File: src/design/roberts_cross_edge_magnitude_defines.svh
// ----------------------------------------------------------------------------
// Roberts cross edge magnitude: assertion macros
// Implication checks on a clock with a synchronous active-high reset.
// ----------------------------------------------------------------------------
`ifndef ROBERTS_CROSS_EDGE_MAGNITUDE_DEFINES_SVH
`define ROBERTS_CROSS_EDGE_MAGNITUDE_DEFINES_SVH
`ifndef SYNTHESIS
// same-cycle implication
`define RCE_ASSERT_IMPL(label, clk, rst, ante, cons) \
   label: assert property (@(posedge clk) disable iff (rst) (ante) |-> (cons)) \
      else $error("assertion failed");
// next-cycle implication
`define RCE_ASSERT_NEXT(label, clk, rst, ante, cons) \
   label: assert property (@(posedge clk) disable iff (rst) (ante) |=> (cons)) \
      else $error("assertion failed");
`else
`define RCE_ASSERT_IMPL(label, clk, rst, ante, cons)
`define RCE_ASSERT_NEXT(label, clk, rst, ante, cons)
`endif
`endif

File: src/design/rce_ram.sv
// ----------------------------------------------------------------------------
// rce_ram
// Simple dual-port RAM, one write and one registered read port.
// ----------------------------------------------------------------------------
module rce_ram #(
   parameter int WIDTH = 8,
   parameter int DEPTH = 16
) (
   input  logic                     clock,
   input  logic                     we,
   input  logic [$clog2(DEPTH)-1:0] waddr,
   input  logic [WIDTH-1:0]         wdata,
   input  logic [$clog2(DEPTH)-1:0] raddr,
   output logic [WIDTH-1:0]         rdata
);
   logic [WIDTH-1:0] mem [DEPTH];

   always_ff @(posedge clock) begin
      if (we) begin
         mem[waddr] <= wdata;
      end
      rdata <= mem[raddr];
   end
endmodule

File: config.mk
export PLATFORM = sky130hd
export DESIGN_NAME = rce_ram
export DESIGN_NICKNAME = d
export VERILOG_FILES = /design/src/design/roberts_cross_edge_magnitude_defines.svh /design/src/design/rce_ram.sv
export SDC_FILE = /design/constraint.sdc
export NUM_CORES = 1
export LEC_CHECK = 0
export BUFFER_PORTS_ARGS = -buffer_cell sky130_fd_sc_hd__buf_4
export CORE_MARGIN = 1.5
export CORE_UTILIZATION = 54
export CTS_CLUSTER_DIAMETER = 120
export DETAILED_ROUTE_END_ITERATION = 16
export GPL_ROUTABILITY_DRIVEN = 0
export PLACE_DENSITY = 0.74
export RECOVER_POWER = 50
export SYNTH_ARGS = -nofsm -noshare
export SYNTH_HDL_FRONTEND = slang
export SYNTH_SLANG_ARGS = --single-unit
File: constraint.sdc
create_clock -name clock -period 1.6 [get_ports clock]
set_clock_uncertainty 0.1 [all_clocks]
set_input_delay 0.08 -clock clock [delete_from_list [all_inputs] [get_ports clock]]
set_output_delay 0.08 -clock clock [all_outputs]
set_load 0.03 [all_outputs]
After elaboration in Yosys (flattened, before gate mapping)
Memories as Yosys holds them, arrays and structs flattened. A register that Yosys moved wholly into a read port is not among the register bits.
Cells that the tools add are included.
{ "word_totals": {"regBits": 0, "inputBits": 18, "mem_bits_rw": 128, "out_inout_bits": 8, "memories": 1} }
{ "memory_table": {"columns": ["name", "words", "width", "rd", "rd_clocked_by_memory_dff", "wr", "line", "source"], "rows": [
  ["mem", 16, 8, 1, 1, 1, "rce_ram.sv:16", "logic [WIDTH-1:0] mem [DEPTH];"]
]} }
{ "classes": {"muxes": 2} }
{ "op_table": {"columns": ["cell", "count"], "rows": [
  ["two-way mux 1 bit", 2]
]} }

Longest topological paths before layout
{ "depth": {"ltp_word": 2, "ltp_mapped": 5, "mapped_depth_nobuf": 3} }

Worst setup path before layout
No wires, ideal clock.
{ "synth_timing": {"path_kind": "input port to flip-flop", "startpoint": "in waddr[2]", "endpoint": "mem mem[0][0] (enable)", "n_path_buf": 0, "stages": 2, "path_slack_ps": -73, "t_required_ps": 1117, "arrival_time_ps": 1190, "setup_ps": 383, "path_cell_list": "or3b_2 -> nor3_1"} }
{ "synth_rtl": {"columns": ["item", "line", "source"], "rows": [
  ["from (decl)", "rce_ram.sv:11", "input logic [$clog2(DEPTH)-1:0] waddr,"],
  ["to (decl)", "rce_ram.sv:16", null]
]} }
Straight into the memory's write port.

Worst setup path in the final report
{ "layout_timing": {"startpoint": "in waddr[1]", "endpoint": "mem mem[0][5] (enable)"} }
Straight into the memory's write port.

==> run summary <==
status - finished, final reports clean
cell with the largest stage delay on the worst path - dlygate4sd3_1
Sink Count - 136
Worst EP arrival - 1.68 ns
Final setup viols - 0
n_diodes - 0
Initial Util - 0.557
Core ar. - 9240 um^2
first-pass GRT wire length - 14700 um
Min-Delay Path Class - in2reg
largest net degree at the start of global routing - 31
Die Wd - 101 um
CP startpoint kind - primary input
mean area per synthesized cell - 22.5 um^2
Post-Syn Area - 5150 um^2
synthesized instance count - 229
Worst VDD drop - 0.793 mV
period utilization - 0.967
Total Power - 0.00814 W
hpwl dp - 5930 um
share of layout cells above drive strength 1 - 0.295
ys async rst share - 0
top-level I/O count - 26
Final nets - 317
antenna violations before repair - 0
Worst R2R Setup Slack - 0.14 ns
Clock Tree Buf Depth - 2
pre-CTS setup slack - 0.0613 ns
maximum clock rate - 647 MHz
RSZ-0062 raised after global routing - no
worst relative slew slack - 0.544
vias in the first global route - 2618
Ys Warns - 0
final core occ - 0.682
Yosys reg bits - 136
Tmin final - 1.55 ns
Overflow after GRT - 0
port buffer count - 25
Register-to-Register Path Depth - 3
post-CTS setup repair buffer count - 0
hold_sp - raddr[2]
Setup CP Type - in2reg
worst-skew pair later-pin latency - 0.52 ns
top_reg_cell synth - edfxtp_1
Avg WL per Cell - 21.6 um
H-tree depth - 4
unique cell type count in the Yosys netlist - 19
Global Route Usage Sum - 0.212
row count - 35
crit path capture type - flip-flop
hold slack - 0.0194 ns
Die Y - 101 um
fin. max-slew vios - 0
clock transition at the registers of the reported paths - 0.06 ns
total number of vias - 2473
CP delay by family, top - buffers and inverters
Fillers - 580
Worst Hold Path Cells - 5
Yosys top cell by area - edfxtp_1
worst r2r dst - rdata[0]
Post-synth top cells - edfxtp_1, mux4_2, a22oi_1
DR pass1 iterations - 5
ranking of synthesized cells by area - edfxtp_1, mux4_2, mux4_1
Final TNS setup - 0 ns
Post-synth EDFFs - 128
total stage count of the critical path - 5
crit-path cells - dlygate4sd3_1, buf_4, nor3_2, dlygate4sd3_1, buf_6
Final ANT Viol Nets - 0
Via density - 5.61
max-cap violation count - 0
CTS tree - done
max incr delay on CP - 0.59 ns
hold endpoint - rdata[0]
post-synth net total - 247
Leakage - 2.15 nW
setup ws final - 0.0532 ns
# DRC - 0
register area share after synthesis - 0.778
top-count cell post-synth - edfxtp_1
Layout Area Growth over Synthesis - 22.4%
Die ar. - 10100 um^2
drt first-iter violations - 173
share of the synthesized area in the top cell type - 0.747
CP max FO - 8
Final Routed Wirelength - 9530 um
Final Hold Viols - 0
worst slew pin tran - 0.684 ns
Reg-to-Reg Start - mem[5][0]
CTS buffer count - 17
WP buf/inv - 4
cell mode on critical path - dlygate4sd3_1
cell area power density - 1290 nW/um^2
Req. time, crit path - 1.73 ns
Root Driver - clkbuf_8
-- repair_timing --
action	in CTS	in global routing
resized for setup	0	1
endpoints found under the hold margin	154	0
hold buffers	11	0
endpoints found under the setup margin	0	3
-- registers in the layout (all words and copies together) (netlist names) --
signal	count
rdata	8
mem	128
-- cell families (layout without fill, tap and decap cells) --
logic type / count (synthesis) / count (layout) / share of synthesized area
AND/OR/NAND/NOR: 35 / 35 / 0.0318
flip-flops: 136 / 136 / 0.778
AO/OA/AOI/OAI: 16 / 16 / 0.0233
multiplexers: 32 / 32 / 0.150
buffers and inverters: 10 / 93 / 0.0168
-- power breakdown --
part	switching, W	internal (W)
combinational	0.000251	0.000208
clock	0.00145	0.00222
sequential	0.0000258	0.00398
total	0.00173	0.00641
-- layer usage --
layer	GRT usage	vias up	share of wire
li1	-	1116	-
met1	0.281	1268	0.42
met2	0.333	75	0.50
met3	0.0541	14	0.059
met4	0.104	0	0.018
met5	0	-	0
-- how the worst max path moves through the flow --
stage / from / end / slack [ns]
after global routing: waddr[1] / mem[0][6] / 0.02
after detailed placement: raddr[0] / rdata[0] / 0.06
after global placement: raddr[0] / rdata[4] / 0.1
after floorplan: waddr[2] / mem[3][0] / 0.15
after CTS: waddr[1] / mem[0][5] / 0.08
final: waddr[1] / mem[0][5] / 0.05
-- final cells by class --
cell class	instances	area, um^2	area share
Sequential cell	136	4000	0.635
Multi-Input combinational cell	83	1060	0.169
Timing Repair Buffer	61	505	0.0802
Clock buffer	17	414	0.0657
Tap cell	129	161	0.0256
Clock inverter	15	154	0.0244
-- tightest hold or removal path: cells and delay by family --
kind / cells / cell delay, ns
buf+inv: 2 / 0.24
compound gates: 1 / 0.16
simple gates: 2 / 0.11
-- through the flow --
step | area, um^2 | cells
global placement | 5650 | 398
global route | 6300 | 441
CTS | 6330 | 441
detailed placement | 5650 | 398
finish | 6300 | 441
floorplan | 5150 | 229
-- cells in the final DEF (no fill, tap or decap), types with 3 or more instances in the layout --
cell and count:
mux4_2 18, edfxtp_1 128, mux4_1 14, dfxtp_1 8, nor3_1 3, a22oi_1 16, buf_12 4, clkinv_2 3
buf_4 36, nand2_1 9, dlygate4sd3_1 11, clkinv_4 4, nor2_1 13, clkbuf_16 16, clkinvlp_4 3, clkbuf_1 9
(Power assumes the default switching activity.)
