[src/design/roberts_cross_edge_magnitude_defines.svh]
// ----------------------------------------------------------------------------
// Roberts cross edge magnitude: assertion macros
// Implication checks on a clock with a synchronous active-high reset.
// ----------------------------------------------------------------------------
`ifndef ROBERTS_CROSS_EDGE_MAGNITUDE_DEFINES_SVH
`define ROBERTS_CROSS_EDGE_MAGNITUDE_DEFINES_SVH
`ifndef SYNTHESIS
// same-cycle implication
`define RCE_ASSERT_IMPL(label, clk, rst, ante, cons) \
   label: assert property (@(posedge clk) disable iff (rst) (ante) |-> (cons)) \
      else $error("assertion failed");
// next-cycle implication
`define RCE_ASSERT_NEXT(label, clk, rst, ante, cons) \
   label: assert property (@(posedge clk) disable iff (rst) (ante) |=> (cons)) \
      else $error("assertion failed");
`else
`define RCE_ASSERT_IMPL(label, clk, rst, ante, cons)
`define RCE_ASSERT_NEXT(label, clk, rst, ante, cons)
`endif
`endif

[src/design/rce_pkg.sv]
// ----------------------------------------------------------------------------
// rce_pkg
// Shared constants for the Roberts cross edge magnitude block.
// ----------------------------------------------------------------------------
package rce_pkg;
   localparam int MAX_WIDTH = 2048;
   localparam int COL_W     = $clog2(MAX_WIDTH);
   localparam int ROW_W     = 16;
   localparam int CFG_WW    = 12;
   localparam int CFG_DW    = 16;
   localparam int LUMA_W    = 18;
   localparam int PIX_W     = 8;
   localparam int SQ_W      = 36;
   localparam int RAD_W     = 38;
   localparam int ROOT_W    = 19;
   localparam int REM_W     = 21;
   localparam int STEPS     = RAD_W / 2;
   localparam int CNT_W     = $clog2(STEPS);
   localparam int FRAC_BITS = 10;
   localparam logic [0:0] REG_WIDTH  = 1'b0;
   localparam logic [0:0] REG_HEIGHT = 1'b1;
endpackage

[src/design/rce_isqrt.sv]
// ----------------------------------------------------------------------------
// rce_isqrt
// Integer square root, two radicand bits per cycle.
// ----------------------------------------------------------------------------
module rce_isqrt (
   input  logic                       clock,
   input  logic                       reset,
   input  logic                       start,
   input  logic [rce_pkg::RAD_W-1:0]  radicand,
   output logic                       busy,
   output logic                       done,
   output logic [rce_pkg::ROOT_W-1:0] root
);
   logic [rce_pkg::RAD_W-1:0]  rad_ff, rad_in;
   logic [rce_pkg::ROOT_W-1:0] root_ff, root_in;
   logic [rce_pkg::REM_W-1:0]  rem_ff, rem_in;
   logic [rce_pkg::CNT_W-1:0]  cnt_ff, cnt_in;
   logic                       busy_ff, busy_in, done_ff, done_in;
   logic [rce_pkg::REM_W+1:0]  rem_sh, trial;

   always_comb begin
      rem_sh  = {rem_ff, rad_ff[rce_pkg::RAD_W-1 -: 2]};
      trial   = (rce_pkg::REM_W+2)'({root_ff, 2'b01});
      rad_in  = rad_ff;
      root_in = root_ff;
      rem_in  = rem_ff;
      cnt_in  = cnt_ff;
      busy_in = busy_ff;
      done_in = 1'b0;
      if (start) begin
         rad_in  = radicand;
         root_in = '0;
         rem_in  = '0;
         cnt_in  = '0;
         busy_in = 1'b1;
      end else if (busy_ff) begin
         rad_in = {rad_ff[rce_pkg::RAD_W-3:0], 2'b00};
         if (rem_sh >= trial) begin
            rem_in  = rce_pkg::REM_W'(rem_sh - trial);
            root_in = {root_ff[rce_pkg::ROOT_W-2:0], 1'b1};
         end else begin
            rem_in  = rce_pkg::REM_W'(rem_sh);
            root_in = {root_ff[rce_pkg::ROOT_W-2:0], 1'b0};
         end
         cnt_in = cnt_ff + 1'b1;
         if (cnt_ff == rce_pkg::CNT_W'(rce_pkg::STEPS - 1)) begin
            busy_in = 1'b0;
            done_in = 1'b1;
         end
      end
   end

   always_ff @(posedge clock) begin
      if (reset) begin
         busy_ff <= 1'b0;
         done_ff <= 1'b0;
      end else begin
         busy_ff <= busy_in;
         done_ff <= done_in;
      end
      rad_ff  <= rad_in;
      root_ff <= root_in;
      rem_ff  <= rem_in;
      cnt_ff  <= cnt_in;
   end

   assign busy = busy_ff;
   assign done = done_ff;
   assign root = root_ff;
endmodule

[config.mk]
export PLATFORM = sky130hd
export DESIGN_NAME = rce_isqrt
export DESIGN_NICKNAME = d
export VERILOG_FILES = /design/src/design/roberts_cross_edge_magnitude_defines.svh /design/src/design/rce_pkg.sv /design/src/design/rce_isqrt.sv
export SDC_FILE = /design/constraint.sdc
export NUM_CORES = 1
export LEC_CHECK = 0
export BUFFER_PORTS_ARGS = -buffer_cell sky130_fd_sc_hd__buf_2
export CORE_MARGIN = 3
export CORE_UTILIZATION = 58
export CTS_CLUSTER_SIZE = 8
export DETAILED_ROUTE_END_ITERATION = 16
export PLACE_DENSITY = 0.78
export SLEW_MARGIN = 40
export SYNTH_ARGS = -nofsm -noshare
export SYNTH_HDL_FRONTEND = slang
export SYNTH_SLANG_ARGS = --single-unit
[constraint.sdc]
create_clock -name clock -period 2.55 [get_ports clock]
set_input_delay 0.51 -clock clock [delete_from_list [all_inputs] [get_ports clock]]
set_output_delay 0.51 -clock clock [all_outputs]
set_load 0.01 [all_outputs]
======== Word-level counts from Yosys, hierarchy flattened ========
Index checks and enable logic that the tools add are counted.
word-level totals
  flip-flop bits (word level) ............. 85
  latch bits .............................. 0
  bits in writable memories ............... 0
  bits in read-only memories .............. 0
  bits of input ports ..................... 41
  output and inout port bits .............. 21
  logic and storage cells ................. 21
  memories kept ........................... 0
operators by class
  add/sub/neg operators ................... 2
  $mul .................................... 0
  div/mod/pow operators ................... 0
  magnitude comparators ................... 1
  eq/ne operators ......................... 1
  shifts and indexed selects .............. 0
  mux-type cells .......................... 8
  bitwise operators ....................... 1
  reductions and logical operators ........ 2
operators with widths
  cell                   number
  $mux W38               2
  $ge A23 B21 Y1         1
  $mux W21               1
  $sub A21 B21 Y21       1
  $add A5 B1 Y5 const B  1
  $eq A5 B5 Y1 const B   1
  $mux W1                5
  $reduce_or A3 Y1       1
  $reduce_bool A2 Y1     1
  $not A1 Y1             1

======== Longest topological paths before layout ========
Gate-level depths: netlist of run 1.
  depth in word-level cells ............... 4
  gate-level depth with buffers ........... 12
  mapped depth without buffers ............ 10

======== Worst setup path after synthesis of run 1 ========
OpenSTA, ideal clock, no wires.
  path kind ............................... reg2reg
  start point ............................. reg root_ff (netlist bit root[14])
  end point ............................... reg rem_ff[1] (netlist name)
  library setup time ...................... 117 ps
  data arrival time ....................... 2236 ps
  required time ........................... 2433 ps
  slack ................................... 197 ps
  stages on the path, launching flop included .. 13
  path buffers ............................ 2
  clock period less this slack ............ 2353 ps
  cell sequence ........................... dfxtp_1 inv_1 ha_1 a21o_1 a21o_1 a21oi_1 o221ai_2 a31o_1 buf_6 buf_12 nor2_2 a21oi_1 a22o_1
between the ends
  longest elaborated chain between the ends .. 2
ends and longest elaborated chain
  item                    RTL line         text
  from (decl)             rce_isqrt.sv:15  logic [rce_pkg::ROOT_W-1:0] root_ff, root_in;
  from (signal assigned)  rce_isqrt.sv:62  root_ff <= root_in;
  $ge A23 B21 Y1          rce_isqrt.sv:38  if (rem_sh >= trial) begin
  $mux W21                rce_isqrt.sv:38
  to (signal assigned)    rce_isqrt.sv:63  rem_ff <= rem_in;
  to (decl)               rce_isqrt.sv:16  logic [rce_pkg::REM_W-1:0] rem_ff, rem_in;
No other way between the ends.
A chain may end at the register's enable or synchronous reset.

======== Final worst setup path of run 1 ========
  start point ............................. reg root_ff (netlist bit root[0])
  end point ............................... reg rem_ff[18] (netlist name)
between the ends
  longest elaborated chain between the ends .. 2
  elaborated cells on any way between the ends .. 3
  classes of those cells .................. add/sub (1); order compare (1); mux (1)
ends and longest elaborated chain
  item                                                RTL line
  $sub A21 B21 Y21 or $ge A23 B21 Y1 (tied branches)  rce_isqrt.sv:39, rce_isqrt.sv:38
  $mux W21 (*)                                        rce_isqrt.sv:38
Every way passes the cells marked *; elsewhere a longest branch is shown, timed or not.

==> impl_metrics.ini, run 1 <==
[power]
leakage_uw = 0.00218
powerDensity_nw_per_um2 = 1010
peakVddDrop_mv = 0.485

[setup_path]
crit_chain = inv_1 -> ha_1 -> nor2b_1 -> o21bai_1 -> a21oi_1 -> a211oi_2 -> o21ai_1 -> a31oi_1 -> mux2_2 -> o211ai_1
critPathKind = flop to flop
slowest_delay_ps = 370
crit_cells = 10
path_buf_inv = 1
crit_end = rem_ff[18]
end_kind = flop
worstPathArrival_ps = 2670
r2r_cells = 10
r2r_start = root[0]
r2r-end = rem_ff[18]
startpoint = root[0]
crit_fanout = 5
cp_slowest_cell = dfxtp_2
cp-start-kind = flop
r2r_slack_ps = 170
critical_path_required_ps = 2840
path_delay_family = compound AO/OA/AOI/OAI gates

[placed_design]
gp_congestion = 0.888
io_buffers = 61
hpwlAfterDp_mm = 6.47

[synth]
syn_nets = 492
synth_simple_gate_area_share_pct = 11.0
yosys.area_share.adder_pct = 6.35
ys_warn_count = 0
synth.area.mux_share_pct = 16.0
synth_xor_area_share_pct = 4.25
netlist_area_um2 = 4530
yosysSeqAreaShare_pct = 45.9
yosys_most_used_dff = dfxtp_1
ys_ff_latch = 85
ys_top_cells_by_count = dfxtp_1, nor2_1, edfxtp_1, mux2_2, mux2i_1
synth-compound-area-share_pct = 12.1
synth_area_leaders = edfxtp_1, dfxtp_1, mux2_2, mux2i_1, ha_1
syn_area_per_cell_um2 = 10.6
ys_types = 52
async_flop_share_pct = 0
yosys.area.top_type = edfxtp_1
synth_edf_count = 38
syn_inst = 428
netlist.area_leader.share_pct = 25.2
synth_top_family_by_area = multiplexers
synth_most_common_cell = dfxtp_1

[timing]
timing.slew.headroom_pct = 67.5
skew_ps = 12.6
period_minus_slack_ps = 2380
tightest_slew_ps = 487
period_share_pct = 93.3
clock.fmax_ghz = 0.420
whs_ps = 295
setup_violations = 0
hold_viol_final = 0
tns_ps = 0
slew_viol_final = 0

[drt]
route.detailed.wl_per_inst_um = 15.1
viasPerCell = 5.48
drt-initial-drc-count = 141
totalWireLength_mm = 9.08
drt.antenna.violating_nets = 0
post-route-drc-count = 0
first_pass_iters = 6
vias = 3304

[layout]
final_nets = 563
nFillCells = 548
area_growth_pct = 16.4
layout-drive-gt1-share_pct = 32.3
n_antenna_cell = 0

[floorplan]
initial_core_util_pct = 61.2
design.portCount = 62
die_w_um = 94.4
core.rowCount = 31
core_area_um2 = 7410
die_h_um = 94.4
die-area_um2 = 8920

[global_routing]
grt_overflow = 0
track_usage_pct = 21.3
grt_pass1_vias = 3343
antenna_found_initial = 0
grt_pass1_wl_mm = 15.1
grt_max_degree = 39

[clock_network]
htreeDepth = 3
cts_tree = done
cts-root-buf = clkbuf_8
cts.path.max_buffers = 2
clock_latency_ps = 370
clk_pin_slew_ps = 100
cts_buffers = 9
holdBufCountCts = 0
clock_sinks = 85

[min_path]
min_path_type = input pin to flop

[flow_run]
maxCapViolations = 0

[status]
status = complete, no violations
-- state kept, by name, indices dropped and copies added (netlist names) --
register and cells:
busy 1, cnt_ff 5, done 1, rad_ff 38, rem_ff 21, root 19
-- layout make-up --
cell class	instances	area, um2	share of cell area, %
clock inverter	7	75.1	1.42
timing repair buffer	78	458	8.68
sequential	85	2090	39.6
multi-input combinational	298	2310	43.7
inverter	27	101	1.92
clock buffer	9	124	2.35
tap	99	124	2.35
-- cell families after synthesis --
family	Yosys count
buf+inv	45
fa+ha+maj	23
compound gates	81
flops	85
simple gates	104
xor+xnor	22
mux	68
-- routing by layer --
layer,vias up,track usage (%),routed length [um]
met5,-,0,0
met4,0,6.14,77
met2,65,36.2,4480
li1,1671,-,-
met3,8,5.18,441
met1,1560,27.1,4080
-- worst register-to-register path, cell delays in order (launching register included) --
cell	delay, ps
dfxtp_2	370
inv_1	70
ha_1	360
nor2b_1	170
o21bai_1	170
a21oi_1	110
a211oi_2	230
o21ai_1	170
a31oi_1	220
mux2_2	360
o211ai_1	80
-- what timing repair did --
action | in CTS | in global routing
pin swaps | 1 | 2
endpoints found under the setup margin | 1 | 19
buffers inserted | 1 | 0
gates resized for setup | 0 | 20
-- through the flow --
stage / total power, uW / std cells / area [um2] / setup slack (ps) / util, %
after global routing: 5700 / 603 / 5280 / -20.4 / 71.2
after floorplan: 3770 / 428 / 4530 / 197 / -
after detailed placement: 4240 / 586 / 5010 / -30.0 / 67.6
after global placement: 4190 / 586 / 5010 / 40.3 / 67.6
after CTS: 5230 / 603 / 5220 / 5.36 / 70.4
final: 5340 / 603 / 5280 / 170 / 71.2
-- how the worst min path moves through the flow --
stage                    from   endpoint  slack, ps  depth (start not counted)
global route            reset       busy        280                          2
finish                  reset       busy        300                          2
detailed placement  rem_ff[2]  rem_ff[2]        490                          2
CTS                     reset       busy        280                          2
global placement    rem_ff[0]  rem_ff[0]        470                          2
floorplan           rem_ff[0]  rem_ff[0]        450                          2
-- cell usage in the layout, fill, tap and decap left out, types with 3 or more instances in the layout --
master,instances
buf_2,61
nor2_1,44
dfxtp_1,43
edfxtp_1,38
mux2_2,37
mux2i_1,31
inv_1,27
nand2_1,26
a21oi_1,18
ha_1,18
o21ai_0,15
buf_4,15
xnor2_1,12
xor2_1,10
clkbuf_8,9
a21o_1,8
a211oi_2,5
a211oi_1,5
ha_2,5
nor3_1,4
nand4_1,4
nand3_1,4
dfxtp_2,4
nor3_2,3
o211ai_1,3
nor2b_1,3
nand2b_1,3
o221ai_1,3
inv_8,3
-- power by group --
part / switching [uW] / total, uW / internal, uW
Combinational: 1390 / 2670 / 1290
Sequential: 115 / 1720 / 1610
Clock: 558 / 945 / 387
Total: 2060 / 5340 / 3280
Power figures use the tool's default switching activity.
==> run 2: changes to the inputs <==
Settings changed: GPL_TIMING_DRIVEN from default to 0.
Clock period 2.55 ns to 2.4 ns, I/O delays scaled along.
==> impl_metrics.ini, run 2 (synthesis results as in run 1) <==
[clock_network]
clk_pin_slew_ps = 100
holdBufCountCts = 0
clock_sinks = 85
clock_latency_ps = 360
cts_buffers = 9
htreeDepth = 3
cts_tree = done
cts-root-buf = clkbuf_8
cts.path.max_buffers = 2

[setup_path]
end_kind = flop
cp_slowest_cell = ha_2
path_buf_inv = 2
worstPathArrival_ps = 2590
cp-start-kind = flop
crit_chain = inv_1 -> ha_2 -> and4_4 -> nand2_2 -> a21oi_2 -> a211oi_2 -> buf_4 -> o21bai_4 -> o31ai_2 -> a311oi_1 -> o221ai_1
critPathKind = flop to flop
r2r_start = root[5]
slowest_delay_ps = 370
path_delay_family = compound AO/OA/AOI/OAI gates
r2r_cells = 11
r2r_slack_ps = 50
crit_fanout = 6
critical_path_required_ps = 2640
r2r-end = rem_ff[20]

[floorplan]
die-area_um2 = 8920
die_h_um = 94.4
core_area_um2 = 7410
initial_core_util_pct = 61.2
design.portCount = 62
die_w_um = 94.4
core.rowCount = 31

[layout]
final_area_um2 = 5650
top_register = rad_ff
final_nets = 582
most-common-layout-cells = buf_2, nor2_1, edfxtp_1
layout-drive-gt1-share_pct = 40.0
area_growth_pct = 24.7
final_common_cell = buf_2
n_antenna_cell = 0
largest_register_ffs = 38
stdcell_count = 622

[power]
pwr-share-comb_pct = 56.7
p_clk_share_pct = 15.3
netSwitchingFraction_pct = 39.1
total_power_uw = 6670
leakage_uw = 0.00227
peakVddDrop_mv = 0.536
seqPwrFrac_pct = 28.0
p_int_uw = 4060
powerDensity_nw_per_um2 = 1180
netSwitchingPower_uw = 2610

[global_routing]
grt_pass1_vias = 3454
antenna_found_initial = 0
track_usage_pct = 23.3
grt_max_degree = 39
grt_pass1_wl_mm = 16.2
grt_overflow = 0

[drt]
viasPerCell = 5.80
route.detailed.wl_per_inst_um = 16.9
drt-initial-drc-count = 164
totalWireLength_mm = 10.5
drt.antenna.violating_nets = 0
vias = 3608
post-route-drc-count = 0
first_pass_iters = 4

[placed_design]
io_buffers = 61
gp_congestion = 0.901
hpwlAfterDp_mm = 6.78
placed_cell_area_um2 = 4960
place_inst = 588

[timing]
period_minus_slack_ps = 2350
period_share_pct = 98.0
clock.fmax_ghz = 0.425
skew_ps = 10.6
timing.slew.headroom_pct = 48.2
setup_violations = 0
tns_ps = 0
whs_ps = 276
slew_viol_final = 0
hold_viol_final = 0
tightest_slew_ps = 777
rsz0062_at_grt = yes

[flow_run]
maxCapViolations = 0

[min_path]
min_delay_path_depth = 2
min_path_type = input pin to flop
whs_endpoint = busy
hold_start = reset

[status]
status = complete, no violations
[run 2: cell count changes in the layout (fill, tap and decap cells not counted), sizes merged]
| cell | change |
|---|---|
| buf | +11 |
| clkbuf | +8 |
| clkinv | +1 |
| clkinvlp | -1 |
[run 2: how the worst max path moves through the flow]
| stage | cells past startpoint | to | slack [ps] | from |
|---|---|---|---|---|
| detailed placement | 5 | rad_ff[30] | -200 | start |
| global route | 11 | rem_ff[11] | -110 | root[18] |
| global placement | 5 | rad_ff[34] | -600 | start |
| finish | 11 | rem_ff[20] | 50 | root[5] |
| CTS | 11 | rem_ff[14] | 9 | root[1] |
| floorplan | 12 | rem_ff[1] | 50 | root[14] |
[run 2: stage by stage]
| step | util [%] | setup WS, ps |
|---|---|---|
| 2_1_floorplan | - | 47.1 |
| 3_3_place_gp | 67.0 | -597 |
| 3_5_place_dp | 67.0 | -205 |
| 4_1_cts | 72.2 | 8.68 |
| 5_1_grt | 76.3 | -113 |
| 6_report | 76.3 | 47.7 |
[run 2: final cells by class]
| cell class | instances | area [um2] |
|---|---|---|
| Clock buffer | 9 | 124 |
| Inverter | 27 | 101 |
| Multi-Input combinational cell | 298 | 2550 |
| Tap cell | 99 | 124 |
| Fill cell | 483 | 1760 |
| Sequential cell | 85 | 2110 |
| Timing Repair Buffer | 79 | 459 |
| Buffer | 18 | 109 |
| Clock inverter | 7 | 76.3 |
[run 2: per-layer routing]
metal	global-route usage, %	vias to the layer above	part of all wire (%)
li1	-	1716	-
met1	29.8	1767	43
met2	38.9	107	50
met3	5.66	18	5.3
met4	7.10	0	1.5
met5	0	-	0
[run 2: worst register-to-register path: cells and delay by family, from the launching register on]
kind            cells  cell delay (ps)
simple gates        2              360
compound gates      6              920
flops               1              360
buf+inv             2              230
fa+ha+maj           1              370
[run 2: power groups by stage]
stage          clock network, uW  registers [uW]  logic [uW]
6_report                    1020            1870        3780
5_1_grt                     1090            1880        4050
4_1_cts                     1040            1850        2970
3_5_place_dp                   0            1860        2670
3_3_place_gp                   0            1850        2630
2_1_floorplan                  0            1820        2190
[run 2: repair_timing]
| item | CTS | global route |
|---|---|---|
| setup endpoints to repair | 22 | 22 |
| endpoints found under the hold margin | 0 | 0 |
| resized for setup | 31 | 51 |
| buffers inserted | 3 | 13 |
| gates cloned | 0 | 2 |
| pin swaps | 5 | 19 |
